==> config.mk <==
export PLATFORM = sky130hd
export DESIGN_NAME = time_series_delta_encoder_top
export DESIGN_NICKNAME = d
export VERILOG_FILES = /design/src/rtl/core/tsde_pkg.sv /design/src/rtl/core/time_series_delta_encoder_top.sv
export SDC_FILE = /design/constraint.sdc
export NUM_CORES = 2
export LEC_CHECK = 0
export BUFFER_PORTS_ARGS = -buffer_cell sky130_fd_sc_hd__clkbuf_2
export CORE_UTILIZATION = 40
export DETAILED_ROUTE_END_ITERATION = 7
export GPL_TIMING_DRIVEN = 0
export SYNTH_ARGS = -nofsm -noshare
export SYNTH_HDL_FRONTEND = slang
export SYNTH_SLANG_ARGS = --single-unit
==> constraint.sdc <==
create_clock -name i_clk -period 10.3 [get_ports i_clk]
set_input_delay 0.515 -clock i_clk [delete_from_list [all_inputs] [get_ports i_clk]]
set_output_delay 0.515 -clock i_clk [all_outputs]
set_load 0.01 [all_outputs]
==> src/rtl/core/tsde_pkg.sv <==
package tsde_pkg;

    // Encoding of the min / max field mode
    typedef enum logic [1:0] {
        MODE_ABSENT = 2'd0,
        MODE_FULL   = 2'd1,
        MODE_DELTA  = 2'd2
    } t_mode;

    // Magnitude patterns: +infinity and 2^63
    localparam logic [62:0] INF_MAG   = 63'h7FF0000000000000;
    localparam logic [62:0] TWO63_MAG = 63'h43E0000000000000;

    // Reverse the byte order of a 64-bit word
    function automatic logic [63:0] byte_swap(input logic [63:0] x);
        logic [63:0] r;
        r = '0;
        for (int i = 0; i < 8; i++) begin
            r[8*i +: 8] = x[8*(7-i) +: 8];
        end
        return r;
    endfunction

    // Value strictly above -2^63, NaN excluded
    function automatic logic min_inside(input logic [63:0] b);
        logic [62:0] m;
        m = b[62:0];
        return (m <= INF_MAG) && (!b[63] || (m < TWO63_MAG));
    endfunction

    // Value strictly below 2^63, NaN excluded
    function automatic logic max_inside(input logic [63:0] b);
        logic [62:0] m;
        m = b[62:0];
        return (m <= INF_MAG) && (b[63] || (m < TWO63_MAG));
    endfunction

endpackage

==> src/rtl/core/time_series_delta_encoder_top.sv <==
// Delta encoder for sensor samples. Each request on the input channel is one
// sample and gives exactly one result on the output channel. A sample with
// record start set is passed through in full; every other sample is coded
// against the sample before it (timestamp and reading deltas only when they
// change, sequence as delta when the last one is nonzero, min/max as
// byte-reversed pattern deltas when both are in bounds). The block takes one
// sample per clock cycle while the output is not stalled; the sample is held
// in the input register, then the delta logic (64-bit subtractions and
// compares) fills the result register, from which the result is presented.
// The delta history updates as a sample moves into the result register, so
// samples in consecutive cycles are coded against each other correctly. A
// stalled output holds its result while one more sample is taken in.
module time_series_delta_encoder_top (
    input  logic                 i_clk,
    input  logic                 i_rst_n,
    // sample request channel
    input  logic                 i_in_valid,
    output logic                 o_in_ready,
    input  logic                 i_record_start,
    input  logic [31:0]          i_sample_time,
    input  logic [63:0]          i_reading_bits,
    input  logic [31:0]          i_sequence_number,
    input  logic [63:0]          i_min_bits,
    input  logic [63:0]          i_max_bits,
    // result request channel
    output logic                 o_out_valid,
    input  logic                 i_out_ready,
    output logic                 o_is_full_sample,
    output logic                 o_time_present,
    output logic [31:0]          o_time_field,
    output logic                 o_reading_present,
    output logic signed [63:0]   o_reading_field,
    output logic                 o_sequence_present,
    output logic [31:0]          o_sequence_field,
    output logic [1:0]           o_min_mode,
    output logic signed [63:0]   o_min_field,
    output logic [1:0]           o_max_mode,
    output logic signed [63:0]   o_max_field
);
    import tsde_pkg::*;

    // input register
    logic        r_s1_valid;
    logic        r_s1_start;
    logic [31:0] r_s1_time;
    logic [63:0] r_s1_reading;
    logic [31:0] r_s1_seq;
    logic [63:0] r_s1_min;
    logic [63:0] r_s1_max;

    // delta history
    logic [31:0] r_prev_time;
    logic [63:0] r_prev_reading;
    logic [31:0] r_prev_seq;
    logic [63:0] r_prev_min;
    logic [63:0] r_prev_max;
    logic [31:0] r_last_time_delta;
    logic [63:0] r_last_reading_delta;

    // result register
    logic        r_out_valid;
    logic        r_full;
    logic        r_time_present;
    logic [31:0] r_time_field;
    logic        r_reading_present;
    logic [63:0] r_reading_field;
    logic        r_seq_present;
    logic [31:0] r_seq_field;
    t_mode       r_min_mode;
    logic [63:0] r_min_field;
    t_mode       r_max_mode;
    logic [63:0] r_max_field;

    // next values of the result
    logic        n_time_present;
    logic [31:0] n_time_field;
    logic        n_reading_present;
    logic [63:0] n_reading_field;
    logic        n_seq_present;
    logic [31:0] n_seq_field;
    t_mode       n_min_mode;
    logic [63:0] n_min_field;
    t_mode       n_max_mode;
    logic [63:0] n_max_field;

    logic        out_free;
    logic        s1_move;
    logic        in_take;
    logic [31:0] time_delta;
    logic [63:0] reading_delta;
    logic [63:0] min_diff;
    logic [63:0] max_diff;
    logic        time_changed;
    logic        reading_changed;

    // handshake: result register frees up when empty or taken this cycle
    assign out_free   = !r_out_valid || i_out_ready;
    assign s1_move    = r_s1_valid && out_free;
    assign o_in_ready = !r_s1_valid || out_free;
    assign in_take    = i_in_valid && o_in_ready;

    // input register
    always_ff @(posedge i_clk) begin
        if (!i_rst_n) begin
            r_s1_valid <= 1'b0;
        end else if (o_in_ready) begin
            r_s1_valid <= i_in_valid;
        end
        if (in_take) begin
            r_s1_start   <= i_record_start;
            r_s1_time    <= i_sample_time;
            r_s1_reading <= i_reading_bits;
            r_s1_seq     <= i_sequence_number;
            r_s1_min     <= i_min_bits;
            r_s1_max     <= i_max_bits;
        end
    end

    // deltas against the previous sample
    assign time_delta      = r_s1_time - r_prev_time;
    assign reading_delta   = byte_swap(r_s1_reading) - byte_swap(r_prev_reading);
    assign min_diff        = byte_swap(r_s1_min) - byte_swap(r_prev_min);
    assign max_diff        = byte_swap(r_s1_max) - byte_swap(r_prev_max);
    assign time_changed    = time_delta != r_last_time_delta;
    assign reading_changed = reading_delta != r_last_reading_delta;

    // result encoding; absent parts read as zero
    always_comb begin
        n_time_present    = 1'b0;
        n_time_field      = '0;
        n_reading_present = 1'b0;
        n_reading_field   = '0;
        n_seq_present     = 1'b0;
        n_seq_field       = '0;
        n_min_mode        = MODE_ABSENT;
        n_min_field       = '0;
        n_max_mode        = MODE_ABSENT;
        n_max_field       = '0;
        if (r_s1_seq != '0) begin
            n_seq_present = 1'b1;
            n_seq_field   = (r_s1_start || r_prev_seq == '0) ? r_s1_seq
                                                             : r_s1_seq - r_prev_seq;
        end
        if (r_s1_start) begin
            n_time_present    = 1'b1;
            n_time_field      = r_s1_time;
            n_reading_present = 1'b1;
            n_reading_field   = r_s1_reading;
        end else begin
            if (time_changed) begin
                n_time_present = 1'b1;
                n_time_field   = time_delta;
            end
            if (reading_changed) begin
                n_reading_present = 1'b1;
                n_reading_field   = reading_delta;
            end
        end
        if (min_inside(r_s1_min)) begin
            if (!r_s1_start && min_inside(r_prev_min)) begin
                n_min_mode  = MODE_DELTA;
                n_min_field = min_diff;
            end else begin
                n_min_mode  = MODE_FULL;
                n_min_field = r_s1_min;
            end
        end
        if (max_inside(r_s1_max)) begin
            if (!r_s1_start && max_inside(r_prev_max)) begin
                n_max_mode  = MODE_DELTA;
                n_max_field = max_diff;
            end else begin
                n_max_mode  = MODE_FULL;
                n_max_field = r_s1_max;
            end
        end
    end

    // delta history, updated as a sample enters the result register
    always_ff @(posedge i_clk) begin
        if (!i_rst_n) begin
            r_prev_time          <= '0;
            r_prev_reading       <= '0;
            r_prev_seq           <= '0;
            r_prev_min           <= '0;
            r_prev_max           <= '0;
            r_last_time_delta    <= '0;
            r_last_reading_delta <= '0;
        end else if (s1_move) begin
            r_prev_time    <= r_s1_time;
            r_prev_reading <= r_s1_reading;
            r_prev_seq     <= r_s1_seq;
            r_prev_min     <= r_s1_min;
            r_prev_max     <= r_s1_max;
            if (r_s1_start) begin
                r_last_time_delta    <= '0;
                r_last_reading_delta <= '0;
            end else begin
                if (time_changed) begin
                    r_last_time_delta <= time_delta;
                end
                if (reading_changed) begin
                    r_last_reading_delta <= reading_delta;
                end
            end
        end
    end

    // result register
    always_ff @(posedge i_clk) begin
        if (!i_rst_n) begin
            r_out_valid <= 1'b0;
        end else if (out_free) begin
            r_out_valid <= r_s1_valid;
        end
        if (s1_move) begin
            r_full            <= r_s1_start;
            r_time_present    <= n_time_present;
            r_time_field      <= n_time_field;
            r_reading_present <= n_reading_present;
            r_reading_field   <= n_reading_field;
            r_seq_present     <= n_seq_present;
            r_seq_field       <= n_seq_field;
            r_min_mode        <= n_min_mode;
            r_min_field       <= n_min_field;
            r_max_mode        <= n_max_mode;
            r_max_field       <= n_max_field;
        end
    end

    assign o_out_valid        = r_out_valid;
    assign o_is_full_sample   = r_full;
    assign o_time_present     = r_time_present;
    assign o_time_field       = r_time_field;
    assign o_reading_present  = r_reading_present;
    assign o_reading_field    = $signed(r_reading_field);
    assign o_sequence_present = r_seq_present;
    assign o_sequence_field   = r_seq_field;
    assign o_min_mode         = r_min_mode;
    assign o_min_field        = $signed(r_min_field);
    assign o_max_mode         = r_max_mode;
    assign o_max_field        = $signed(r_max_field);

    // a full sample always carries time and reading
    a_full_has_time_reading: assert property (@(posedge i_clk) disable iff (!i_rst_n)
        r_out_valid && r_full |-> r_time_present && r_reading_present)
        else $error("full sample without time or reading");

    // a sent time delta becomes the new reference
    a_time_history: assert property (@(posedge i_clk) disable iff (!i_rst_n)
        s1_move && !r_s1_start && n_time_present |=> r_last_time_delta == r_time_field)
        else $error("time delta history not updated");

    // input stalls only when both registers are full and the output is held
    a_stall_cause: assert property (@(posedge i_clk) disable iff (!i_rst_n)
        !o_in_ready |-> r_s1_valid && r_out_valid && !i_out_ready)
        else $error("input stalled without cause");

endmodule

==> results.sh <==
export IMPL_status="finished, violations left"
export IMPL_violations="capacitance limit, slew limit"
export IMPL_setup_slack_ns=2.301
export IMPL_critPathKind="reg -> reg"
export IMPL_grt_max_degree=68
export IMPL_wl_per_cell_um=23.54
export IMPL_final_max_slew_viol_count=11
export IMPL_synth_edf_count=521
export IMPL_pin_count=527
export IMPL_cts_repair_resized=0
export IMPL_clk_path_buf_depth=3
export IMPL_final_design_area_no_fill_sq_mm=0.06081
export IMPL_cts_htree_levels=3
export IMPL_synth_seq_area_share_pct=45.74
export IMPL_final_cell_mix="897 x nand2_1, 600 x a21oi_1, 529 x clkbuf_2"
export IMPL_initial_core_util_pct=40.56
export IMPL_clock_skew_ns=0.04372
export IMPL_ys_seq_elements=875
export IMPL_detail_route_antenna_nets=0
export IMPL_cp_start_kind="register"
export IMPL_layout_drive_gt1_share_pct=12.46
export IMPL_die_x_um=354.5
export IMPL_pre_cts_ws_ns=2.736
export IMPL_synth_nets=5956
export IMPL_ys_flop_type="edfxtp_1"
export IMPL_dieArea_sq_mm=0.1257
export IMPL_dp_hpwl_mm=146.6
export IMPL_critPathCaptureType="register"
export IMPL_firstDrtPassIters=7
export IMPL_wl_mm=189.3
export IMPL_cp_arrival_ns=8.37
export IMPL_syn_to_final_growth_pct=22.35
export IMPL_postCtsSetupBuffers=0
export IMPL_slew_headroom_pct=-2.690
export IMPL_final_fill_count=11620
export IMPL_clk_pin_slew_ns=0.06
export IMPL_cts_tree="yes"
export IMPL_nets=6847
export IMPL_fin_crit_ns=7.999
export IMPL_synth_area_sq_mm=0.04970
export IMPL_cts_made_buffers=99
export IMPL_rsz0062_at_grt="false"
export IMPL_detailed_place_area_sq_mm=0.05462
export IMPL_maxCapViolations=1
export IMPL_vias_per_cell=5.636
export IMPL_avgSynthCellArea_sq_um=9.139
export IMPL_leakage_nw=23.34
export IMPL_worst_r2r_path_depth=17
export IMPL_rows=128
export IMPL_die_h_um=354.5
export IMPL_peakVddDrop_mv=0.1592
export IMPL_crit_path_max_fanout=10
export IMPL_finalSetupViolCount=0
export IMPL_coreArea_sq_mm=0.1225
export IMPL_tightest_slew_ns=1.540
export IMPL_overflow=0
export IMPL_clkLatencyLatePin_ns=0.74
export IMPL_min_path_cells=1
export IMPL_cts_sinks=875
export IMPL_fin_crit_sh_pct=77.66
export IMPL_synthArstFlopShare_pct=0
export IMPL_max_freq_mhz=125.0
export IMPL_grt_first_pass_wirelength_mm=276.7
export IMPL_antenna_found_initial=12
export IMPL_drc=0
export IMPL_vias=45330
export IMPL_mostFrequentLayoutCell="nand2_1"
export IMPL_first_global_vias=43230
export IMPL_gp_congestion=0.9638
export IMPL_synth_cells=5438
export IMPL_hold_viol_final=0
export IMPL_track_usage_pct=29.22
export IMPL_clock_tree_root_cell="clkbuf_16"
export IMPL_ys_warn_count=0
export IMPL_required_ns=10.67
export IMPL_synth_cell_types=97
export IMPL_worstHoldPathType="in -> reg"
export IMPL_drtIter0Drc=4416
export IMPL_powerDensity_mw_per_mm2=170.1
export IMPL_io_buffers=526
## critical path, cell delays in order (launching register included)
cell and delay, ns:
edfxtp_1 0.42, ha_1 0.30, clkbuf_1 0.49, nand4_1 0.36, nor2_1 0.37, nand2_1 0.16, nor4b_2 0.61, nor2_2 0.25
mux2i_1 0.18, a2111oi_0 0.57, nand4_1 0.18, nor4_1 0.49, nand4b_1 0.30, nor4b_4 0.55, nand4_4 0.37, nor2_1 0.94
clkbuf_1 0.67, o31ai_1 0.40
## stage by stage
step	setup TNS, ns	power [mW]	hold slack (ns)	utilization (%)	cells
2_1_floorplan	0	5.538	0.4341	-	5438
3_3_place_gp	-970.87	6.366	0.4420	44.37	7589
5_1_grt	0	10.73	0.01196	49.63	8040
3_5_place_dp	0	6.324	0.4467	44.58	7599
6_report	0	10.34	0.04398	49.63	8042
4_1_cts	0	10.38	0.001241	49.63	8040
## synth_stat cells, types with 84 or more instances
| library cell | count | area (sq um) |
|---|---|---|
| nand2_1 | 897 | 3367 |
| ha_1 | 252 | 3153 |
| clkbuf_1 | 216 | 810.8 |
| edfxtp_1 | 521 | 15650 |
| dfxtp_1 | 354 | 7087 |
| o21ai_0 | 209 | 1046 |
| xor2_1 | 126 | 1104 |
| nor4_1 | 105 | 656.9 |
| nand3_1 | 108 | 540.5 |
| nand4_1 | 84 | 525.5 |
| a21o_1 | 116 | 870.8 |
| inv_1 | 329 | 1235 |
| nor2_1 | 349 | 1310 |
| a21oi_1 | 600 | 3003 |
| xnor2_1 | 151 | 1323 |
## cells by family after synthesis
family          count (synthesis)  share of synthesized area, %
compound gates               1475                         18.87
xor+xnor                      296                         5.753
fa+ha+maj                     258                         6.566
buf+inv                       605                         4.761
flops                         875                         45.74
mux                            46                        0.9391
simple gates                 1883                         17.37
## registers in the layout, indices dropped and copies added (netlist names), 64 cells and up
| name | cells |
|---|---|
| o_reading_field | 64 |
| r_s1_min | 64 |
| r_last_reading_delta | 64 |
| r_prev_reading | 64 |
| o_min_field | 64 |
| r_s1_reading | 64 |
| r_s1_max | 64 |
| o_max_field | 64 |
| r_prev_max | 64 |
| r_prev_min | 64 |
## metal layers
| metal | GRT usage [%] | vias up | share of wire, % |
|---|---|---|---|
| met3 | 5.280 | 316 | 7.7 |
| li1 | - | 21430 | - |
| met5 | 0 | - | 0.034 |
| met4 | 8.621 | 12 | 3.1 |
| met2 | 46.66 | 1759 | 45 |
| met1 | 40.26 | 21820 | 44 |
## power breakdown
group          internal (mW)  switching, mW
Sequential              3.96          0.192
Clock                   2.39           1.57
Combinational          0.816           1.42
Total                   7.16           3.18
## area by class of cell
cell class / instances / area (sq um) / share of cell area, %
Tap cell: 1625 / 2033 / 3.344
Multi-Input combinational cell: 3958 / 24620 / 40.48
Sequential cell: 875 / 22730 / 37.38
Clock buffer: 117 / 2625 / 4.317
Inverter: 333 / 1250 / 2.056
Clock inverter: 70 / 1016 / 1.671
Buffer: 272 / 1121 / 1.844
Antenna cell: 2 / 5.005 / 0.008231
Timing Repair Buffer: 790 / 5408 / 8.893
## final timing paths
kind / startpoint / end / slack [ns]
max reg2reg: r_s1_reading[34] / o_reading_field[3] / 2.30
max: r_s1_reading[34] / o_reading_field[3] / 2.30
min: i_sequence_number[30] / r_s1_seq[30] / 0.04
min reg2reg: r_prev_reading[14] / r_prev_reading[14] / 0.45
## timing repair
item	4_1_cts	5_1_grt
endpoints found under the hold margin	254	0
hold buffers	254	0
endpoints found under the setup margin	0	0
Note: power is estimated with default switching activity, not from simulation.
